$ cat src/design/voxel_grid_ray_traversal_top_macros.svh
// ----------------------------------------------------------------------------
// Voxel grid ray traversal: assertion macros
// Shorthand for the clocked checks used inside the design modules.
// ----------------------------------------------------------------------------
`ifndef VOXEL_GRID_RAY_TRAVERSAL_TOP_MACROS_SVH
`define VOXEL_GRID_RAY_TRAVERSAL_TOP_MACROS_SVH

// same-cycle implication, checked out of reset
`define VGRT_ASSERT_IMP(lbl, ante, cons) \
    lbl: assert property (@(posedge clk) disable iff (!rst_n) (ante) |-> (cons)) \
        else $error("vgrt check failed");

// next-cycle implication, checked out of reset
`define VGRT_ASSERT_NXT(lbl, ante, cons) \
    lbl: assert property (@(posedge clk) disable iff (!rst_n) (ante) |=> (cons)) \
        else $error("vgrt check failed");

`endif

$ cat src/design/vgrt_pkg.sv
// ----------------------------------------------------------------------------
// Voxel grid ray traversal package
// Shared widths, codes and the queue item type.
// ----------------------------------------------------------------------------
`timescale 1ns / 1ps

package vgrt_pkg;

    localparam int GRID_SIZE_DEF   = 16;
    localparam int QUEUE_DEPTH_DEF = 2;

    // datapath widths
    localparam int LOC_W     = 30;          // local origin, Q.8
    localparam int CELL_W    = LOC_W - 8;   // signed cell coordinate
    localparam int ORG_W     = 24;
    localparam int DIR_W     = 16;
    localparam int DIST_W    = 9;           // first boundary distance, Q.8, up to 256
    localparam int MAG_W     = 16;          // direction magnitude, up to 32768
    localparam int NUM_W     = 31;          // dividend width
    localparam int REM_W     = MAG_W + 1;
    localparam int T_W       = 32;          // boundary time, Q16.16
    localparam int LIM_W     = 24;
    localparam int IDX_W     = 12;
    localparam int CHUNK_W   = 12;
    localparam int MAXD_W    = 16;
    localparam int CFG_IDX_W = 2;

    localparam logic [T_W-1:0]   T_SAT    = '1;
    localparam logic [NUM_W-1:0] NUM_STEP = {1'b1, {(NUM_W-1){1'b0}}};  // 2^30

    // configuration register indexes
    localparam logic [CFG_IDX_W-1:0] CFG_CHUNK_X = 2'd0;
    localparam logic [CFG_IDX_W-1:0] CFG_CHUNK_Y = 2'd1;
    localparam logic [CFG_IDX_W-1:0] CFG_CHUNK_Z = 2'd2;

    // item kinds
    localparam logic KIND_WRITE = 1'b0;
    localparam logic KIND_CAST  = 1'b1;

    // result status
    localparam logic [1:0] ST_HIT  = 2'd0;
    localparam logic [1:0] ST_FAR  = 2'd1;
    localparam logic [1:0] ST_LEFT = 2'd2;
    localparam logic [1:0] ST_ZERO = 2'd3;

    // face normal codes
    localparam logic [1:0] NORM_NONE = 2'b00;
    localparam logic [1:0] NORM_POS  = 2'b01;
    localparam logic [1:0] NORM_NEG  = 2'b11;

    typedef struct packed {
        logic signed [CELL_W-1:0] start_cell;
        logic [DIST_W-1:0]        bnd_dist;
        logic [MAG_W-1:0]         mag;
        logic                     neg;
        logic                     zero;
    } axis_t;

    typedef struct packed {
        logic                kind;
        logic [IDX_W-1:0]    voxel_index;
        logic                solid;
        logic [MAXD_W-1:0]   max_distance;
        logic                zero_dir;
        axis_t [2:0]         axis;
    } item_t;

endpackage

$ cat src/design/vgrt_fifo.sv
// ----------------------------------------------------------------------------
// Voxel grid ray traversal queue
// Short item queue between the front and back parts.
// ----------------------------------------------------------------------------
`timescale 1ns / 1ps

module vgrt_fifo #(
    parameter int DEPTH = vgrt_pkg::QUEUE_DEPTH_DEF
) (
    input  logic            clk,
    input  logic            rst_n,
    input  vgrt_pkg::item_t push_item,
    input  logic            push_valid,
    output logic            push_ready,
    output vgrt_pkg::item_t pop_item,
    output logic            pop_valid,
    input  logic            pop_ready
);
    localparam int PW = $clog2(DEPTH);
    localparam int CW = $clog2(DEPTH + 1);

    vgrt_pkg::item_t  slot_reg [DEPTH];
    logic [PW-1:0]    wr_ptr_reg, rd_ptr_reg;
    logic [CW-1:0]    count_reg;
    logic             do_push, do_pop;

    assign push_ready = count_reg != CW'(DEPTH);
    assign pop_valid  = count_reg != '0;
    assign pop_item   = slot_reg[rd_ptr_reg];
    assign do_push    = push_valid && push_ready;
    assign do_pop     = pop_ready && pop_valid;

    // pointers and fill level
    always_ff @(posedge clk or negedge rst_n)
    begin
        if (!rst_n)
        begin
            wr_ptr_reg <= '0;
            rd_ptr_reg <= '0;
            count_reg  <= '0;
        end
        else
        begin
            if (do_push)
                wr_ptr_reg <= (wr_ptr_reg == PW'(DEPTH - 1)) ? '0 : wr_ptr_reg + 1'b1;
            if (do_pop)
                rd_ptr_reg <= (rd_ptr_reg == PW'(DEPTH - 1)) ? '0 : rd_ptr_reg + 1'b1;
            case ({do_push, do_pop})
                2'b10:   count_reg <= count_reg + 1'b1;
                2'b01:   count_reg <= count_reg - 1'b1;
                default: count_reg <= count_reg;
            endcase
        end
    end

    // storage
    always_ff @(posedge clk)
    begin
        if (do_push)
            slot_reg[wr_ptr_reg] <= push_item;
    end

endmodule

$ cat config.mk
export PLATFORM = sky130hd
export DESIGN_NAME = vgrt_fifo
export DESIGN_NICKNAME = d
export VERILOG_FILES = /design/src/design/voxel_grid_ray_traversal_top_macros.svh /design/src/design/vgrt_pkg.sv /design/src/design/vgrt_fifo.sv
export SDC_FILE = /design/constraint.sdc
export NUM_CORES = 1
export LEC_CHECK = 0
export ABC_AREA = 1
export BUFFER_PORTS_ARGS = -buffer_cell sky130_fd_sc_hd__buf_4
export CORE_MARGIN = 2
export CORE_UTILIZATION = 40
export DETAILED_ROUTE_END_ITERATION = 16
export HOLD_SLACK_MARGIN = 0.1
export PLACE_DENSITY = 0.64
export SLEW_MARGIN = 20
export SYNTH_ARGS = -nofsm -noshare
export SYNTH_HDL_FRONTEND = slang
export SYNTH_SLANG_ARGS = --single-unit
export TNS_END_PERCENT = 10
$ cat constraint.sdc
create_clock -name clk -period 10 [get_ports clk]
set_clock_uncertainty 0.2 [all_clocks]
set_input_delay 1 -clock clk [delete_from_list [all_inputs] [get_ports clk]]
set_output_delay 1 -clock clk [all_outputs]
set_load 0.005 [all_outputs]
=== Word-level counts from Yosys, hierarchy flattened ===
Memory sizes are Yosys's and may differ from the RTL's.
Index checks and enable logic that the tools add are counted.

* Muxes and demuxes: 5
* Reduce and logical (&&, ||, !) cells: 4
* Equal/unequal tests: 3
* Add/sub/neg operators: 4

{| class="wikitable"
|+ Operators by type and width
! kind !! count
|-
| 1-bit 2-to-1 mux || 4
|-
| 2-bit case mux with 2 select lines || 1
|-
| 2-bit nonzero test || 2
|-
| 1-bit adder, second input constant || 2
|-
| 2-bit by 1-bit adder with 2-bit output, second input constant || 1
|-
| 2-bit by 1-bit == test with 1-bit output, second input constant || 1
|-
| 2-bit == test, second input constant || 1
|-
| 1-bit logical AND || 2
|-
| 2-bit inequality test, second input constant || 1
|-
| 2-bit by 1-bit subtractor with 2-bit output, second input constant || 1
|}

* Output and inout port bits: 180
* Input bits: 182
* Logic and storage cells: 20
* Register bits after elaboration: 4
* RAM bits: 356
* Memories kept: 1

{| class="wikitable"
|+ Memory list
! memory !! words !! width !! read ports !! clocked after memory_dff !! write ports !! RTL line !! text
|-
| slot_reg || 2 || 178 || 1 || 0 || 1 || vgrt_fifo.sv:22 || <nowiki>vgrt_pkg::item_t slot_reg [DEPTH];</nowiki>
|}

=== Longest topological paths before layout ===
* Word-level depth: 4
* Mapped depth: 10
* Gate-level depth less buffers: 10

=== Worst setup path after synthesis ===
No wires, ideal clock.

* Path type: input to register
* Start point: input port push_valid
* End point: memory slot_reg[1][0] (netlist bit) (enable)
* Stages on the path: 2
* Buffers on the path: 0
* Data arrival time: 8.498 ns
* Setup slack: 0.583 ns
* Cell sequence: nand2_1 -> nor2_1

* Cells in the longest elaborated chain, start to end: 3

{| class="wikitable"
|+ RTL lines
! what !! RTL line !! text
|-
| start: declaration || vgrt_fifo.sv:13 || <nowiki>input logic push_valid,</nowiki>
|-
| 1-bit logical AND || vgrt_fifo.sv:30 || <nowiki>assign do_push = push_valid && push_ready;</nowiki>
|-
| 1-bit 2-to-1 mux || vgrt_fifo.sv:59 || <nowiki>if (do_push)</nowiki>
|-
| 1-bit 2-to-1 mux (not written as such) || vgrt_fifo.sv:60 || <nowiki>slot_reg[wr_ptr_reg] <= push_item;</nowiki>
|-
| end: declaration || vgrt_fifo.sv:22 ||
|}

Every way passes these cells.

==> results by group <==
GRT
  • Largest net degree at the start of global routing: 180
  • Initial antenna violation count: 2
  • Global Route Usage Sum: 0.165
  • Remaining global-route overflow: 0
  • Global-route wire length before repair: 43400 um
  • Vias in the first global route: 8003

Setup path
  • Crit path required time: 8.80 ns
  • Reg2Reg Setup Slack: 6.74 ns
  • Crit Path Max Fanout: 96
  • CP max-delay cell: buf_4
  • CP Cell Sequence: inv_6 > buf_4 > nand2_1 > nand2_1 > buf_4
  • CP max stage delay: 0.90 ns
  • CP Launch Type: register
  • Worst reg2reg path endpoint: slot_reg[0][56]
  • R2R depth: 6
  • Worst Setup End Kind: primary output
  • Top Family by Delay on Critical Path: buffers and inverters
  • Critical path class: reg -> out
  • CP bufs+invs: 3
  • Reg-to-reg startpoint: count_reg[0]
  • Worst EP arrival: 3.27 ns

Cells and area
  • Area Overhead vs Synth: 33.2%
  • Finished Cell Area: 17600 um^2
  • # diodes: 0
  • Layout cells sized above 1: 0.315
  • Non-Filler Instances: 1802
  • Layout net count: 1513
  • # fillers: 2733
  • Final Util: 0.540
  • Max FFs per register: 356

Synthesis
  • Cell area after synthesis: 13200 um^2
  • Post-synthesis sequential area ratio: 0.818
  • Gate Count Post-Synth: 959
  • Dominant cell type by area after synthesis: edfxtp_1
  • Post-synth top area share: 0.810
  • Dominant cells by area after synthesis: edfxtp_1, nand2_1, buf_6
  • Netlist cell types: 15
  • Syn avg cell area: 13.8 um^2
  • #FFs+latches synth: 360
  • Yosys warning count: 0
  • Mapped Nets: 1142

Status
  • Outcome: finished clean

Power and ir drop
  • Switching Share: 0.303
  • Seq pwr share: 0.417
  • Logic pwr share: 0.304
  • Total power: 5.20 mW
  • P_leak: 7.44 nW
  • Pwr/cell area: 296 nW/um^2
  • Part of the power in the clock network: 0.279
  • Psw: 1.58 mW
  • Power Internal: 3.63 mW
  • Max VDD drop: 0.000177 V

Min path
  • Hold path depth: 1
  • Hold EP: count_reg[0]
  • Hold WC Path Type: reg -> reg
  • Hold path start: count_reg[0]

Floorplanning
  • Die footprint: 34500 um^2
  • Row count: 66
  • Ports: 362
  • Die height: 186 um
  • Die width: 186 um
  • Core ar.: 32500 um^2
  • Initial Util: 0.406

Route
  • WL/cell: 16.6 um
  • WL final: 29900 um
  • Initial DRT Pass Iterations: 6
  • Final ANT Viol Nets: 0
  • Via Count: 8187
  • DR DRC count: 0
  • Initial DRC Count: 517
  • Vias/cell: 4.54

Timing
  • Final WS setup: 5.53 ns
  • Shortest period the worst path allows: 4.47 ns
  • Setup_tns: 0 ns
  • Final hold slack: 0.310 ns
  • Maximum clock rate: 0.224 GHz
  • Fin. max-slew vios: 0
  • Worst rel slew slack: 0.234
  • Slew @ Worst Pin: 1.15 ns
  • RSZ-0062 raised after global routing: false
  • Fin. Hold Viols: 0
  • Tcrit/Tclk final: 0.447
  • Finish-stage setup viols: 0

Clocking
  • CTS buffer count: 39
  • CTS Sinks: 360
  • Clock buffer depth: 3
  • Clk Tree Root Cell: clkbuf_16
  • CTS tree: built
  • Clock Latency Late Sink: 0.51 ns
  • H-Tree Depth: 2
  • Post-CTS setup buffers: 0
  • CTS clk-pin slew, worst paths: 0.06 ns

Place
  • Area of placed instances: 16300 um^2
  • Placed Instances: 1730
  • Routability Congestion: 0.746
  • DP Worst Slack: 6.05 ns
  • Port Buffers: 361
  • DP HPWL: 18600 um

Flow run
  • Max-Cap Viols: 0
power groups by stage:
stage	Combinational (mW)	Clock, mW	Sequential, mW
after floorplan	0.789	0	2.25
after global placement	1.60	0	2.19
after detailed placement	1.61	0	2.20
after CTS	1.62	1.49	2.17
after global routing	1.76	1.55	2.20
final	1.58	1.45	2.17
final cells by class:
class                      count  area, um^2  area share
timing repair buffer         369        2790       0.158
sequential                   360       10800       0.614
tap                          442         553      0.0315
clock inverter                18         228      0.0130
multi-input combinational    553        2110       0.120
clock buffer                  53        1080      0.0615
inverter                       7        31.3     0.00178
routing by layer:
metal / track usage / routed length (um) / up-vias
met2: 0.264 / 13800 / 297
met4: 0.0535 / 704 / 4
met3: 0.0771 / 3460 / 50
met1: 0.199 / 12000 / 3845
met5: 0 / 23 / -
li1: - / - / 3991
cells in the final DEF (no fill, tap or decap), types with 3 or more instances in the layout:
cell / n
buf_4: 367
bufinv_16: 5
clkbuf_1: 11
clkbuf_16: 41
clkinv_1: 3
clkinv_2: 5
dfrtp_1: 3
edfxtp_1: 356
inv_1: 6
nand2_1: 544
cell usage after synthesis, drive strengths merged:
cell type  instances
nand2            544
edfxtp           356
buf               38
inv                7
dfrtp              4
nor2               3
nand3              2
a21oi              1
clkbuf             1
ha                 1
nand4              1
xnor2              1
cells by family (layout without fill, tap and decap cells):
logic type	after synthesis	after routing	share of synthesized area
AO/OA/AOI/OAI	1	1	0.000379
flip-flops	360	360	0.818
XOR/XNOR	1	1	0.000664
adder cells (fa/ha/maj)	1	1	0.000948
buffers and inverters	46	447	0.0235
AND/OR/NAND/NOR	550	550	0.157
how the worst max path moves through the flow:
| stage | startpoint | end | cells past startpoint |
|---|---|---|---|
| finish | rd_ptr_reg | pop_item[87] | 5 |
| global route | rd_ptr_reg | pop_item[75] | 5 |
| CTS | rd_ptr_reg | pop_item[42] | 5 |
| detailed placement | rd_ptr_reg | pop_item[42] | 5 |
| global placement | rd_ptr_reg | pop_item[87] | 5 |
| floorplan | push_valid | slot_reg[1][0] | 2 |
what timing repair did:
| action | 4_1_cts | 5_1_grt |
|---|---|---|
| hold endpoints to repair | 4 | 0 |
| hold buffers | 1 | 0 |
| gates resized for setup | 0 | 0 |
Power figures use the tool's default switching activity.
