### config.mk
export PLATFORM = sky130hd
export DESIGN_NAME = vgrt_front_flat
export DESIGN_NICKNAME = d
export VERILOG_FILES = /design/src/design/voxel_grid_ray_traversal_top_macros.svh /design/src/design/vgrt_pkg.sv /design/src/design/vgrt_req_if.sv /design/src/design/vgrt_front.sv /design/src/flat_wrapper.sv
export SDC_FILE = /design/constraint.sdc
export NUM_CORES = 1
export LEC_CHECK = 0
export BUFFER_PORTS_ARGS = -buffer_cell sky130_fd_sc_hd__buf_2
export CAP_MARGIN = 20
export CORE_AREA = 2 2 137 139
export DETAILED_ROUTE_END_ITERATION = 6
export DIE_AREA = 0 0 139 141
export PLACE_DENSITY_LB_ADDON = 0.05
export SLEW_MARGIN = 20
export SYNTH_ARGS = -nofsm -noshare
export SYNTH_HDL_FRONTEND = slang
export SYNTH_SLANG_ARGS = --single-unit
### constraint.sdc
create_clock -name clk -period 3.08 [get_ports clk]
set_input_delay 0.616 -clock clk [delete_from_list [all_inputs] [get_ports clk]]
set_output_delay 0.616 -clock clk [all_outputs]
set_load 0.02 [all_outputs]
### src/design/voxel_grid_ray_traversal_top_macros.svh
// ----------------------------------------------------------------------------
// Voxel grid ray traversal: assertion macros
// Shorthand for the clocked checks used inside the design modules.
// ----------------------------------------------------------------------------
`ifndef VOXEL_GRID_RAY_TRAVERSAL_TOP_MACROS_SVH
`define VOXEL_GRID_RAY_TRAVERSAL_TOP_MACROS_SVH

// same-cycle implication, checked out of reset
`define VGRT_ASSERT_IMP(lbl, ante, cons) \
    lbl: assert property (@(posedge clk) disable iff (!rst_n) (ante) |-> (cons)) \
        else $error("vgrt check failed");

// next-cycle implication, checked out of reset
`define VGRT_ASSERT_NXT(lbl, ante, cons) \
    lbl: assert property (@(posedge clk) disable iff (!rst_n) (ante) |=> (cons)) \
        else $error("vgrt check failed");

`endif

### src/design/vgrt_pkg.sv
// ----------------------------------------------------------------------------
// Voxel grid ray traversal package
// Shared widths, codes and the queue item type.
// ----------------------------------------------------------------------------
`timescale 1ns / 1ps

package vgrt_pkg;

    localparam int GRID_SIZE_DEF   = 16;
    localparam int QUEUE_DEPTH_DEF = 2;

    // datapath widths
    localparam int LOC_W     = 30;          // local origin, Q.8
    localparam int CELL_W    = LOC_W - 8;   // signed cell coordinate
    localparam int ORG_W     = 24;
    localparam int DIR_W     = 16;
    localparam int DIST_W    = 9;           // first boundary distance, Q.8, up to 256
    localparam int MAG_W     = 16;          // direction magnitude, up to 32768
    localparam int NUM_W     = 31;          // dividend width
    localparam int REM_W     = MAG_W + 1;
    localparam int T_W       = 32;          // boundary time, Q16.16
    localparam int LIM_W     = 24;
    localparam int IDX_W     = 12;
    localparam int CHUNK_W   = 12;
    localparam int MAXD_W    = 16;
    localparam int CFG_IDX_W = 2;

    localparam logic [T_W-1:0]   T_SAT    = '1;
    localparam logic [NUM_W-1:0] NUM_STEP = {1'b1, {(NUM_W-1){1'b0}}};  // 2^30

    // configuration register indexes
    localparam logic [CFG_IDX_W-1:0] CFG_CHUNK_X = 2'd0;
    localparam logic [CFG_IDX_W-1:0] CFG_CHUNK_Y = 2'd1;
    localparam logic [CFG_IDX_W-1:0] CFG_CHUNK_Z = 2'd2;

    // item kinds
    localparam logic KIND_WRITE = 1'b0;
    localparam logic KIND_CAST  = 1'b1;

    // result status
    localparam logic [1:0] ST_HIT  = 2'd0;
    localparam logic [1:0] ST_FAR  = 2'd1;
    localparam logic [1:0] ST_LEFT = 2'd2;
    localparam logic [1:0] ST_ZERO = 2'd3;

    // face normal codes
    localparam logic [1:0] NORM_NONE = 2'b00;
    localparam logic [1:0] NORM_POS  = 2'b01;
    localparam logic [1:0] NORM_NEG  = 2'b11;

    typedef struct packed {
        logic signed [CELL_W-1:0] start_cell;
        logic [DIST_W-1:0]        bnd_dist;
        logic [MAG_W-1:0]         mag;
        logic                     neg;
        logic                     zero;
    } axis_t;

    typedef struct packed {
        logic                kind;
        logic [IDX_W-1:0]    voxel_index;
        logic                solid;
        logic [MAXD_W-1:0]   max_distance;
        logic                zero_dir;
        axis_t [2:0]         axis;
    } item_t;

endpackage

### src/design/vgrt_req_if.sv
// ----------------------------------------------------------------------------
// Voxel grid ray traversal request channel
// Write and cast items, valid/ready handshake.
// ----------------------------------------------------------------------------
`timescale 1ns / 1ps

interface vgrt_req_if;
    logic               valid;
    logic               ready;
    logic               kind;
    logic [11:0]        voxel_index;
    logic               solid;
    logic signed [23:0] origin_x;
    logic signed [23:0] origin_y;
    logic signed [23:0] origin_z;
    logic signed [15:0] dir_x;
    logic signed [15:0] dir_y;
    logic signed [15:0] dir_z;
    logic [15:0]        max_distance;

    modport source (
        output valid, kind, voxel_index, solid, origin_x, origin_y, origin_z,
               dir_x, dir_y, dir_z, max_distance,
        input  ready
    );
    modport sink (
        input  valid, kind, voxel_index, solid, origin_x, origin_y, origin_z,
               dir_x, dir_y, dir_z, max_distance,
        output ready
    );
endinterface

### src/design/vgrt_front.sv
// ----------------------------------------------------------------------------
// Voxel grid ray traversal front part
// Holds the chunk registers, moves the origin into chunk space and
// classifies each axis (start cell, first boundary distance, magnitude).
// ----------------------------------------------------------------------------
`timescale 1ns / 1ps

module vgrt_front #(
    parameter int GRID_SIZE = vgrt_pkg::GRID_SIZE_DEF
) (
    input  logic                            clk,
    input  logic                            rst_n,
    input  logic                            cfg_we,
    input  logic [vgrt_pkg::CFG_IDX_W-1:0]  cfg_index,
    input  logic [vgrt_pkg::CHUNK_W-1:0]    cfg_data,
    vgrt_req_if.sink                        req,
    output vgrt_pkg::item_t                 item,
    output logic                            item_valid,
    input  logic                            item_ready
);
    localparam int LOC_W   = vgrt_pkg::LOC_W;
    localparam int ORG_W   = vgrt_pkg::ORG_W;
    localparam int DIR_W   = vgrt_pkg::DIR_W;
    localparam int CHUNK_W = vgrt_pkg::CHUNK_W;
    localparam int DIST_W  = vgrt_pkg::DIST_W;
    localparam int MAG_W   = vgrt_pkg::MAG_W;
    localparam logic signed [LOC_W-1:0] OFF_MUL = LOC_W'(GRID_SIZE * 256);

    logic signed [CHUNK_W-1:0] chunk_reg [3];
    logic signed [ORG_W-1:0]   org [3];
    logic signed [DIR_W-1:0]   dir [3];
    logic signed [LOC_W-1:0]   loc [3];
    logic [7:0]                frac [3];

    // configuration registers
    always_ff @(posedge clk or negedge rst_n)
    begin
        if (!rst_n)
        begin
            chunk_reg[0] <= '0;
            chunk_reg[1] <= '0;
            chunk_reg[2] <= '0;
        end
        else if (cfg_we)
        begin
            unique case (cfg_index)
                vgrt_pkg::CFG_CHUNK_X: chunk_reg[0] <= cfg_data;
                vgrt_pkg::CFG_CHUNK_Y: chunk_reg[1] <= cfg_data;
                vgrt_pkg::CFG_CHUNK_Z: chunk_reg[2] <= cfg_data;
                default: ;
            endcase
        end
    end

    assign org[0] = req.origin_x;
    assign org[1] = req.origin_y;
    assign org[2] = req.origin_z;
    assign dir[0] = req.dir_x;
    assign dir[1] = req.dir_y;
    assign dir[2] = req.dir_z;

    // per-axis setup: local origin, start cell, first boundary distance
    always_comb
    begin
        item.kind         = req.kind;
        item.voxel_index  = req.voxel_index;
        item.solid        = req.solid;
        item.max_distance = req.max_distance;
        item.zero_dir     = (dir[0] == '0) && (dir[1] == '0) && (dir[2] == '0);
        for (int a = 0; a < 3; a++)
        begin
            loc[a]  = {{(LOC_W-ORG_W){org[a][ORG_W-1]}}, org[a]}
                    - {{(LOC_W-CHUNK_W){chunk_reg[a][CHUNK_W-1]}}, chunk_reg[a]} * OFF_MUL;
            frac[a] = loc[a][7:0];
            item.axis[a].start_cell = loc[a][LOC_W-1:8];
            item.axis[a].neg  = dir[a][DIR_W-1];
            item.axis[a].zero = dir[a] == '0;
            item.axis[a].mag  = dir[a][DIR_W-1] ? MAG_W'(-dir[a]) : MAG_W'(dir[a]);
            if (dir[a][DIR_W-1])
                item.axis[a].bnd_dist = (frac[a] == '0) ? DIST_W'(256) : {1'b0, frac[a]};
            else
                item.axis[a].bnd_dist = DIST_W'(256) - {1'b0, frac[a]};
        end
    end

    assign item_valid = req.valid;
    assign req.ready  = item_ready;

endmodule

### src/flat_wrapper.sv
// flat-port wrapper written by rule: the top's interface ports become plain ports
module vgrt_front_flat 
#(
    parameter int GRID_SIZE = vgrt_pkg::GRID_SIZE_DEF
)
  (clk, rst_n, cfg_we, cfg_index, cfg_data, item, item_valid, item_ready, req_valid, req_kind, req_voxel_index, req_solid, req_origin_x, req_origin_y, req_origin_z, req_dir_x, req_dir_y, req_dir_z, req_max_distance, req_ready);
  vgrt_req_if req_i ();
  input  logic clk;
  input  logic rst_n;
  input  logic cfg_we;
  input  logic [vgrt_pkg::CFG_IDX_W-1:0] cfg_index;
  input  logic [vgrt_pkg::CHUNK_W-1:0] cfg_data;
  output vgrt_pkg::item_t item;
  output logic item_valid;
  input  logic item_ready;
  input wire logic [$bits(req_i.valid)-1:0] req_valid;
  input wire logic [$bits(req_i.kind)-1:0] req_kind;
  input wire logic [$bits(req_i.voxel_index)-1:0] req_voxel_index;
  input wire logic [$bits(req_i.solid)-1:0] req_solid;
  input wire logic [$bits(req_i.origin_x)-1:0] req_origin_x;
  input wire logic [$bits(req_i.origin_y)-1:0] req_origin_y;
  input wire logic [$bits(req_i.origin_z)-1:0] req_origin_z;
  input wire logic [$bits(req_i.dir_x)-1:0] req_dir_x;
  input wire logic [$bits(req_i.dir_y)-1:0] req_dir_y;
  input wire logic [$bits(req_i.dir_z)-1:0] req_dir_z;
  input wire logic [$bits(req_i.max_distance)-1:0] req_max_distance;
  output wire logic [$bits(req_i.ready)-1:0] req_ready;
  assign req_i.valid = req_valid;
  assign req_i.kind = req_kind;
  assign req_i.voxel_index = req_voxel_index;
  assign req_i.solid = req_solid;
  assign req_i.origin_x = req_origin_x;
  assign req_i.origin_y = req_origin_y;
  assign req_i.origin_z = req_origin_z;
  assign req_i.dir_x = req_dir_x;
  assign req_i.dir_y = req_dir_y;
  assign req_i.dir_z = req_dir_z;
  assign req_i.max_distance = req_max_distance;
  assign req_ready = req_i.ready;
  vgrt_front #(.GRID_SIZE(GRID_SIZE)) u_core (.clk(clk), .rst_n(rst_n), .cfg_we(cfg_we), .cfg_index(cfg_index), .cfg_data(cfg_data), .req(req_i), .item(item), .item_valid(item_valid), .item_ready(item_ready));
endmodule
# --- Word level (Yosys, flattened, before mapping) ---
# Index checks and enable logic that the tools add are counted.
classes:
  n_eq_ne: 2
  reduce_logical: 12
  add_sub_neg: 9
  mux: 9
ops:
  columns: ["operator", "n"]
  rows:
  - ["$sub 24x24->25", 3]
  - ["$mux 9", 6]
  - ["$logic_not 16->1", 3]
  - ["$mux 16", 3]
  - ["$neg 16->16", 3]
  - ["$sub 9x8->9 const A", 3]
  - ["$logic_not 8->1", 3]
  - ["$reduce_and 2->1", 3]
  - ["$eq 2x1->1 const B", 1]
  - ["$eq 2x2->1 const B", 1]
  - ["$logic_and 1x1->1", 2]
  - ["$logic_not 2->1", 1]
word_totals:
  reg_bits: 36
  input_bits: 169
  output_inout_bits: 180

# --- Longest topological paths before layout ---
# Gate-level depths: netlist (run 1).
logic_depth:
  depth_word: 4
  depth_mapped: 10

# --- Worst setup path before layout (run 1) ---
# OpenSTA, ideal clock, no wires.
synth_timing:
  path_type: "input to output"
  start: "input req_origin_x[12]"
  end: "output item[44] in the netlist's numbering"
  arrival_time_ns: 3.030
  t_required_ns: 2.464
  setup_slack_ns: -0.566
  n_path_buf: 1
  stages: 10
  path_cell_list: "inv_1 > ha_1 > inv_1 > fa_1 > a211oi_1 > o21ai_0 > a21oi_1 > nor2b_1 > o31ai_1 > buf_4"
synth_lines:
  columns: ["item", "line_no", "text"]
  rows:
  - ["start: declaration", "flat_wrapper.sv:20", "input wire logic [$bits(req_i.origin_x)-1:0] req_origin_x;"]
  - ["end: declaration", "flat_wrapper.sv:13", "output vgrt_pkg::item_t item;"]

==> metrics.csv, run 1 <==
metric,value,unit
Slew @ Worst Pin,0.8129,ns
"most common cell after layout, fill and taps aside",buf_2,
max_cap viols,0,
drt wl/cell,14.65,µm
skew final,0,ns
die area,19600,µm²
"Hold-fix buffers, CTS",0,
Setup crit start kind,input port,
mapped cell area,5219,µm²
Slew Limit Fails,0,
worst ir drop on vdd,0.3265,mV
register bit count reported by yosys,36,
DR vias,5326,
reg2reg path depth,1,
Starting Density,28.57,%
vias per inst,4.768,
DRC,0,
largest net degree at the start of global routing,37,
first-pass GRT wire length,25430,µm
core area,18270,µm²
I/O pin count,349,
final critical-path required period,3.017,ns
number of nets in the layout,1095,
Post-synth ARST share,100.0,%
"EDFF count, synth",0,
# clock sinks,36,
placed cells,1103,
total power,3.500,mW
post-route ant nets,0,
post-synth cell types,56,
synthesized instance count,665,
top_reg_cell synth,dfrtp_1,
die height,141,µm
HPWL after DPL,14280,µm
RSZ-0062 raised after global routing,yes,
aggregate routed wire length,16360,µm
Hold Crit Class,in -> async,
initial antenna violation count,1,
H-tree depth,2,
count of final setup violators,0,
Power per Cell Area,509.5,nW/µm²
Chip Width,139,µm
Synth Net Count,879,
fin crit share,97.95,%
Worst Path Required,2.46,ns
Area Growth Syn to Fin,31.62,%
max_slew headroom,45.81,%
gr ovfl total,0,
synthesis warning total,0,
maximum clock rate,331.5,MHz
Layout Cells excl Fill,1117,
All-Layer GR Usage,15.44,%
Initial DRC Count,132,
GPL Wtd Cong,0.8630,
count of input and output buffers,260,
total iterations of the first detailed-routing run,4,
Worst Path Max Fanout,4,
Clock Pin Slew Worst Setup and Hold Paths,0.05,ns
status,"complete, no violations",
kind of critical path,in -> out,
P_leak,3.373,nW
Mean Syn Cell Area,7.848,µm²
Final Util,37.60,%
"commonest cells after routing, fill and taps aside","buf_2 (245), inv_1 (71), xnor2_1 (56)",
Num CTS Buffers,5,
Clk Tree Root Cell,clkbuf_16,
clk_lat worst skew,0.27,ns
"Arr. time, crit path",2.40,ns
vias in the first global route,5263,
row cnt,50,
buffer levels on the longest clock path,2,
CP endpoint kind,output port,
endpoints failing hold,0,
max FFs per register,36,
CTS tree,built,
share of layout cells above drive strength 1,41.50,%
"Seq/Total Area, Yosys",17.26,%
==> worst max-delay path, cell delays in order <==
cell and delay [ns]:
buf_2 0.10, inv_1 0.06, ha_1 0.14, or2b_2 0.33, or4_4 0.55, o31ai_2 0.28, xnor2_1 0.15, buf_4 0.16
==> logic make-up (layout without fill, tap and decap cells) <==
group / Yosys count / count (layout) / share of synthesized area, %
compound gates: 137 / 137 / 17.43
xor+xnor: 77 / 77 / 12.92
fa+ha+maj: 45 / 45 / 11.22
buf+inv: 155 / 372 / 16.40
flops: 36 / 36 / 17.26
mux: 28 / 28 / 5.970
other cells: 0 / 1 / 0
simple gates: 187 / 187 / 18.80
==> layout make-up <==
class                           count  area [µm²]
Fill cell                        1992       11400
Tap cell                          234       292.8
Timing Repair Buffer              289        1613
Clock buffer                        8       146.4
Multi-Input combinational cell    474        3630
Sequential cell                    36       900.9
Inverter                           75       284.0
Antenna cell                        1       2.502
==> metrics by stage <==
| step | worst slack [ns] | hold WS (ns) | cell area, µm² | setup TNS (ns) |
|---|---|---|---|---|
| 2_1_floorplan | -0.01418 | 0.3204 | 5273 | -0.01418 |
| 4_1_cts | -0.02253 | 0.4696 | 6734 | -0.1314 |
| 3_5_place_dp | -0.2187 | 0.5000 | 6462 | -1.543 |
| 5_1_grt | -0.01982 | 0.5075 | 6867 | -0.06153 |
| 3_3_place_gp | -0.2081 | 0.4952 | 6462 | -0.9512 |
| 6_report | 0.06317 | 0.4417 | 6869 | 0 |
==> routing by layer <==
metal	wire (µm)	global-route usage, %
met4	116	1.489
met2	8580	29.69
met5	0	0
met1	6676	18.03
met3	985	3.567
==> worst paths after layout <==
kind,to,startpoint,slack (ns)
setup / recovery,item[114],req_dir_z[1],0.06
hold / removal,u_core.chunk_reg[25],rst_n,0.44
setup reg to reg,u_core.chunk_reg[12],u_core.chunk_reg[12],2.26
hold reg to reg,u_core.chunk_reg[17],u_core.chunk_reg[17],0.50
max in group asynchronous,u_core.chunk_reg[22],rst_n,2.13
min in group clk,u_core.chunk_reg[17],u_core.chunk_reg[17],0.50
==> cells in the mapped netlist (3+ instances only) <==
cell type	count	area share, %
buf_6	4	0.86
a211oi_1	4	0.58
mux2_2	25	5.4
nor2_1	47	3.4
nand2_1	47	3.4
a21o_1	5	0.72
clkbuf_1	9	0.65
o21ai_1	3	0.29
inv_1	75	5.4
nor4_1	6	0.72
or4_4	6	1.3
mux2i_1	3	0.58
nor3_1	15	1.4
nand2b_1	17	2.0
o41ai_1	6	1.0
a21oi_1	32	3.1
nor3b_1	4	0.58
fa_1	3	1.2
nor2b_1	8	0.96
xnor2_1	56	9.4
o22ai_1	4	0.48
nand4_1	4	0.48
or4_1	4	0.58
buf_4	65	9.4
dfrtp_1	36	17
o31ai_1	11	1.6
or3_1	9	1.1
o21ai_0	41	3.9
xor2_1	21	3.5
a31oi_1	3	0.36
ha_1	42	10
o21a_1	7	1.0
nand3_1	6	0.58
o311ai_0	3	0.50
==> what timing repair did <==
item                       in CTS  in global routing
pin swaps                       7                 13
resized for setup              31                 26
setup endpoints to repair      20                 27
buffers inserted                2                  3
==> where the power goes <==
group	internal (mW)	leakage, nW	switching (mW)	total (mW)
Clock	0.322	0.0712	0.170	0.492
Combinational	0.990	2.87	1.41	2.40
Sequential	0.560	0.431	0.0506	0.611
Total	1.87	3.37	1.63	3.50
Power figures use the tool's default switching activity.
==> run 2, diff against run 1 <==
Settings changed: PLACE_DENSITY_LB_ADDON 0.05 to default.
==> run 2 against run 1 <==
Effect of this change:
- setup slack worse by 0.012 ns
- flip-flop and latch count stayed put
- via count is 0.28% higher
- sequential share of layout area is 0.067 points lower
- die area stayed put
- first-iteration DRC count is 4.5% higher
- clock-buffer cell count is 1 lower
- critical path depth stayed put
- final cell count is 0.36% higher
- routed wire length is 4.8% higher
- clock skew stayed put
- largest power group unchanged
==> metrics.csv, run 2 (synthesis results as in run 1) <==
metric,value,unit,change
number of nets in the layout,1099,,+0.37%
Final Util,37.79,%,+0.19 points
fillers,1961,,-1.6%
Slew @ Worst Pin,0.8025,ns,-0.01038 ns
count of final setup violators,0,,unchanged
clk_lat worst skew,0.27,ns,about the same
CP endpoint kind,output port,,
Starting Density,28.57,%,unchanged
max_slew headroom,46.50,%,+0.69 points
drt wl/cell,15.30,µm,+4.5%
endpoints failing hold,0,,unchanged
total iterations of the first detailed-routing run,4,,unchanged
first-pass GRT wire length,25850,µm,+1.7%
Post-DP Area,6492,µm²,+0.46%
"Hold-fix buffers, CTS",0,,unchanged
I/O pin count,349,,unchanged
vias per inst,4.764,,about the same
setup TNS,0,ns,unchanged
reg2reg start,u_core.chunk_reg[12],,
"Arr. time, crit path",2.41,ns,about the same
All-Layer GR Usage,16.21,%,+0.77 points
skew final,0,ns,unchanged
Hold Crit Class,in -> async,,
worst ir drop on vdd,0.3713,mV,+14%
Power per Cell Area,509.4,nW/µm²,about the same
Layout Cells excl Fill,1121,,+0.36%
largest net degree at the start of global routing,37,,unchanged
Worst Path Max Fanout,4,,unchanged
Clk Tree Root Cell,clkbuf_16,,
H-tree depth,2,,unchanged
Slew Limit Fails,0,,unchanged
Initial DRC Count,138,,+4.5%
die area,19600,µm²,unchanged
status,"complete, no violations",,
Clock Pin Slew Worst Setup and Hold Paths,0.05,ns,about the same
maximum clock rate,330.1,MHz,-0.41%
post-route ant nets,0,,unchanged
"most common cell after layout, fill and taps aside",buf_2,,
DRC,0,,unchanged
core area,18270,µm²,unchanged
R2R Path End,u_core.chunk_reg[12],,
P_leak,3.400,nW,+0.78%
max FFs per register,36,,unchanged
reg2reg path depth,1,,unchanged
final critical-path required period,3.029,ns,+0.01240 ns
"commonest cells after routing, fill and taps aside","buf_2 (247), inv_1 (73), xnor2_1 (56)",,
placed cells,1107,,+0.36%
die height,141,µm,unchanged
CTS tree,built,,
DR vias,5341,,+0.28%
Worst R2R Setup Slack,2.28,ns,+0.02 ns
aggregate routed wire length,17150,µm,+4.8%
Num CTS Buffers,5,,unchanged
share of layout cells above drive strength 1,41.58,%,+0.085 points
Area Growth Syn to Fin,32.29,%,
buffer levels on the longest clock path,2,,unchanged
kind of critical path,in -> out,,
row cnt,50,,unchanged
max_cap viols,0,,unchanged
fin crit share,98.35,%,+0.40 points
GPL Wtd Cong,0.9464,,+9.7%
Chip Width,139,µm,unchanged
Setup crit start kind,input port,,
HPWL after DPL,14960,µm,+4.7%
initial antenna violation count,2,,+1
count of input and output buffers,260,,unchanged
RSZ-0062 raised after global routing,yes,,
Worst Path Required,2.46,ns,about the same
Finished Cell Area,6904,µm²,+0.51%
# clock sinks,36,,unchanged
CP startpoint,req_dir_z[0],,
vias in the first global route,4958,,-5.8%
gr ovfl total,0,,unchanged
## run 2: per-stage QoR
| stage | power [mW] | hold WS (ns) | worst slack [ns] |
|---|---|---|---|
| final | 3.517 | 0.4324 | 0.05077 |
| after global routing | 3.779 | 0.5068 | -0.03030 |
| after CTS | 3.472 | 0.4706 | -0.03967 |
| after detailed placement | 2.880 | 0.4981 | -0.1498 |
| after global placement | 2.865 | 0.4909 | -0.1633 |
| after floorplan | 2.275 | 0.3204 | -0.01418 |
## run 2: per-layer routing
layer	up-vias	track usage, %	part of all wire, %	wire, µm
met5	-	0	0	0
met4	0	3.509	1.2	204
met2	216	29.50	51	8676
met1	2453	19.18	40	6879
met3	12	4.246	8.1	1390
li1	2660	-	-	-
## run 2: repair_timing
action,in CTS,in global routing
endpoints found under the setup margin,20,28
gates cloned,0,0
pin swaps,6,13
gates resized for setup,27,22
setup buffers,3,2
## run 2: how the worst max path moves through the flow
stage / end / cells after the start
finish: item[147] / 8
CTS: item[43] / 12
floorplan: item[44] / 10
global route: item[44] / 12
global placement: item[90] / 10
detailed placement: item[90] / 10
## run 2: where the power goes
group | switching (mW) | internal, mW
Clock | 0.170 | 0.339
Combinational | 1.41 | 0.990
Sequential | 0.0464 | 0.560
Total | 1.63 | 1.89
## run 2: critical path, stage by stage
cell	delay [ns]
buf_2	0.13
inv_1	0.05
ha_1	0.16
or2b_2	0.31
or4_4	0.55
nor3_2	0.25
and3_1	0.18
buf_2	0.15
## run 2: cell type report
| cell class | count | area (µm²) | area share [%] |
|---|---|---|---|
| multi-input combinational | 474 | 3657 | 52.97 |
| timing repair buffer | 293 | 1612 | 23.34 |
| sequential | 36 | 900.9 | 13.05 |
| tap | 234 | 292.8 | 4.241 |
| inverter | 75 | 284.0 | 4.114 |
| clock buffer | 7 | 152.6 | 2.211 |
| antenna | 2 | 5.005 | 0.07249 |
==> run 3, diff against run 2 <==
Settings changed: REMOVE_ABC_BUFFERS from default to 1.
==> run 3 against run 2 <==
Effect of this change:
- hold slack lost 0.0064 ns
- die area is the same
- clock power grew 10%
- sequential share of layout area shrank 0.14 points
- clock-buffer cell count shrank 1
- setup slack lost 0.031 ns
- critical path type is now reg -> out
- flip-flop and latch count is the same
- critical path depth grew 1
==> metrics.csv, run 3 (synthesis results as in run 1) <==
metric,value,unit,change
status,"complete, no violations",,
skew final,0,ns,unchanged
share of power burned in registers,16.9,%,-0.4 points
Pint,1.957,mW,+3.6%
total iterations of the first detailed-routing run,4,,unchanged
largest net degree at the start of global routing,37,,unchanged
reg2reg path depth,2,,+1
Finished Cell Area,6977,µm²,+1.1%
max_slew headroom,46.07,%,-0.43 points
Net Sw Power,1.653,mW,+1.6%
setup TNS,0,ns,unchanged
final setup margin,0.02011,ns,-0.03066 ns
gr ovfl total,0,,unchanged
initial antenna violation count,2,,unchanged
GPL Wtd Cong,0.9044,,-4.4%
number of nets in the layout,1105,,+0.55%
pre-CTS WS,-0.2069,ns,-0.05709 ns
Setup crit start kind,flop,,
row cnt,50,,unchanged
Power per Cell Area,517.5,nW/µm²,+1.6%
final hold slack,0.4259,ns,-0.006449 ns
I/O pin count,349,,unchanged
share of layout cells above drive strength 1,42.60,%,+1.0 points
Clk Tree Root Cell,clkbuf_16,,
final critical-path required period,3.060,ns,+0.03066 ns
max FFs per register,36,,unchanged
RSZ-0062 raised after global routing,yes,,
first-pass GRT wire length,27830,µm,+7.6%
"Arr. time, crit path",2.44,ns,+0.03 ns
die area,19600,µm²,unchanged
count of input and output buffers,260,,unchanged
endpoints failing hold,0,,unchanged
DR vias,5370,,+0.54%
Sw Share,45.80,%,-0.47 points
clk_lat worst skew,0.27,ns,about the same
kind of critical path,reg -> out,,
P_leak,3.440,nW,+1.2%
vias in the first global route,5036,,+1.6%
post-route ant nets,0,,unchanged
Worst Path Required,2.46,ns,about the same
Chip Width,139,µm,unchanged
# clock sinks,36,,unchanged
Initial DRC Count,86,,-38%
max_cap viols,0,,unchanged
R2R Path End,u_core.chunk_reg[12],,
Area Growth Syn to Fin,33.68,%,
HPWL after DPL,17000,µm,+14%
Starting Density,28.57,%,unchanged
All-Layer GR Usage,18.24,%,+2.0 points
die height,141,µm,unchanged
core area,18270,µm²,unchanged
H-tree depth,2,,unchanged
drt wl/cell,17.09,µm,+12%
Num CTS Buffers,5,,unchanged
fin crit share,99.35,%,+1.0 points
worst ir drop on vdd,0.2866,mV,-23%
Clock Pin Slew Worst Setup and Hold Paths,0.06,ns,about the same
"commonest cells after routing, fill and taps aside","buf_2 (245), inv_1 (72), xnor2_1 (55)",,
Slew @ Worst Pin,0.8090,ns,+0.006502 ns
Hold Crit Class,in -> async,,
DRC,0,,unchanged
placed cells,1117,,+0.90%
buffer levels on the longest clock path,2,,unchanged
Worst R2R Setup Slack,2.15,ns,-0.13 ns
CTS tree,built,,
"most common cell after layout, fill and taps aside",buf_2,,
Layout Cells excl Fill,1128,,+0.62%
total power,3.610,mW,+2.7%
Final Util,38.19,%,+0.40 points
combinational group share of total power,67.6,%,-0.7 points
vias per inst,4.761,,about the same
Post-DP Area,6529,µm²,+0.56%
Slew Limit Fails,0,,unchanged
aggregate routed wire length,19270,µm,+12%
Worst Path Max Fanout,2,,-2
reg2reg start,u_core.chunk_reg[12],,
Clock Power Share,15.5,%,+1.0 points
count of final setup violators,0,,unchanged
CP endpoint kind,output port,,
maximum clock rate,326.8,MHz,-1.0%
## run 3: cell types whose count changed in the layout (fill, tap and decap cells not counted), sizes merged
cell / previous run / this run
buf: 293 / 299
clkbuf: 7 / 6
bufinv: 0 / 1
clkinv: 0 / 1
## run 3: layout make-up
cell class                 count  area, µm²
fill                        1943      11290
clock buffer                   6      128.9
timing repair buffer         299       1669
inverter                      75      281.5
multi-input combinational    474       3664
sequential                    36      900.9
tap                          234      292.8
antenna                        2      5.005
clock inverter                 2      35.03
## run 3: routing by layer
| layer | GRT usage, % | vias up | part of all wire [%] |
|---|---|---|---|
| met5 | 1.754 | - | 0.17 |
| met4 | 5.635 | 2 | 2.8 |
| met3 | 10.05 | 24 | 13 |
| met2 | 31.94 | 242 | 48 |
| met1 | 18.57 | 2424 | 36 |
| li1 | - | 2678 | - |
## run 3: power groups by stage
stage	clock, mW	sequential (mW)	combinational, mW
final	0.560	0.608	2.44
after global routing	0.590	0.621	2.66
after CTS	0.575	0.609	2.35
after detailed placement	0	0.616	2.28
after global placement	0	0.614	2.26
after floorplan	0	0.596	1.45
## run 3: critical path, stage by stage (launching register included)
cell      delay, ns
dfrtp_1        0.42
ha_4           0.18
fa_2           0.33
nand2b_4       0.16
a21oi_2        0.13
buf_4          0.14
o21ai_4        0.07
or4b_1         0.51
nand4_1        0.11
buf_6          0.13
## run 3: worst max-delay path by stage
stage,start,to,slack (ns),cells after the start
6_report,u_core.chunk_reg[12],item[90],0.02,9
5_1_grt,u_core.chunk_reg[12],item[90],-0.04,9
4_1_cts,req_origin_y[16],item[93],-0.008,9
3_5_place_dp,req_origin_y[12],item[90],-0.21,11
3_3_place_gp,req_origin_x[12],item[47],-0.20,12
2_1_floorplan,req_origin_x[12],item[43],-2.13,9
## run 3: timing repair
item                       in CTS  in global routing
gates resized for setup        24                 43
setup endpoints to repair      25                 29
pin swaps                       9                 12
setup buffers                   0                  1
hold buffers                    0                  0
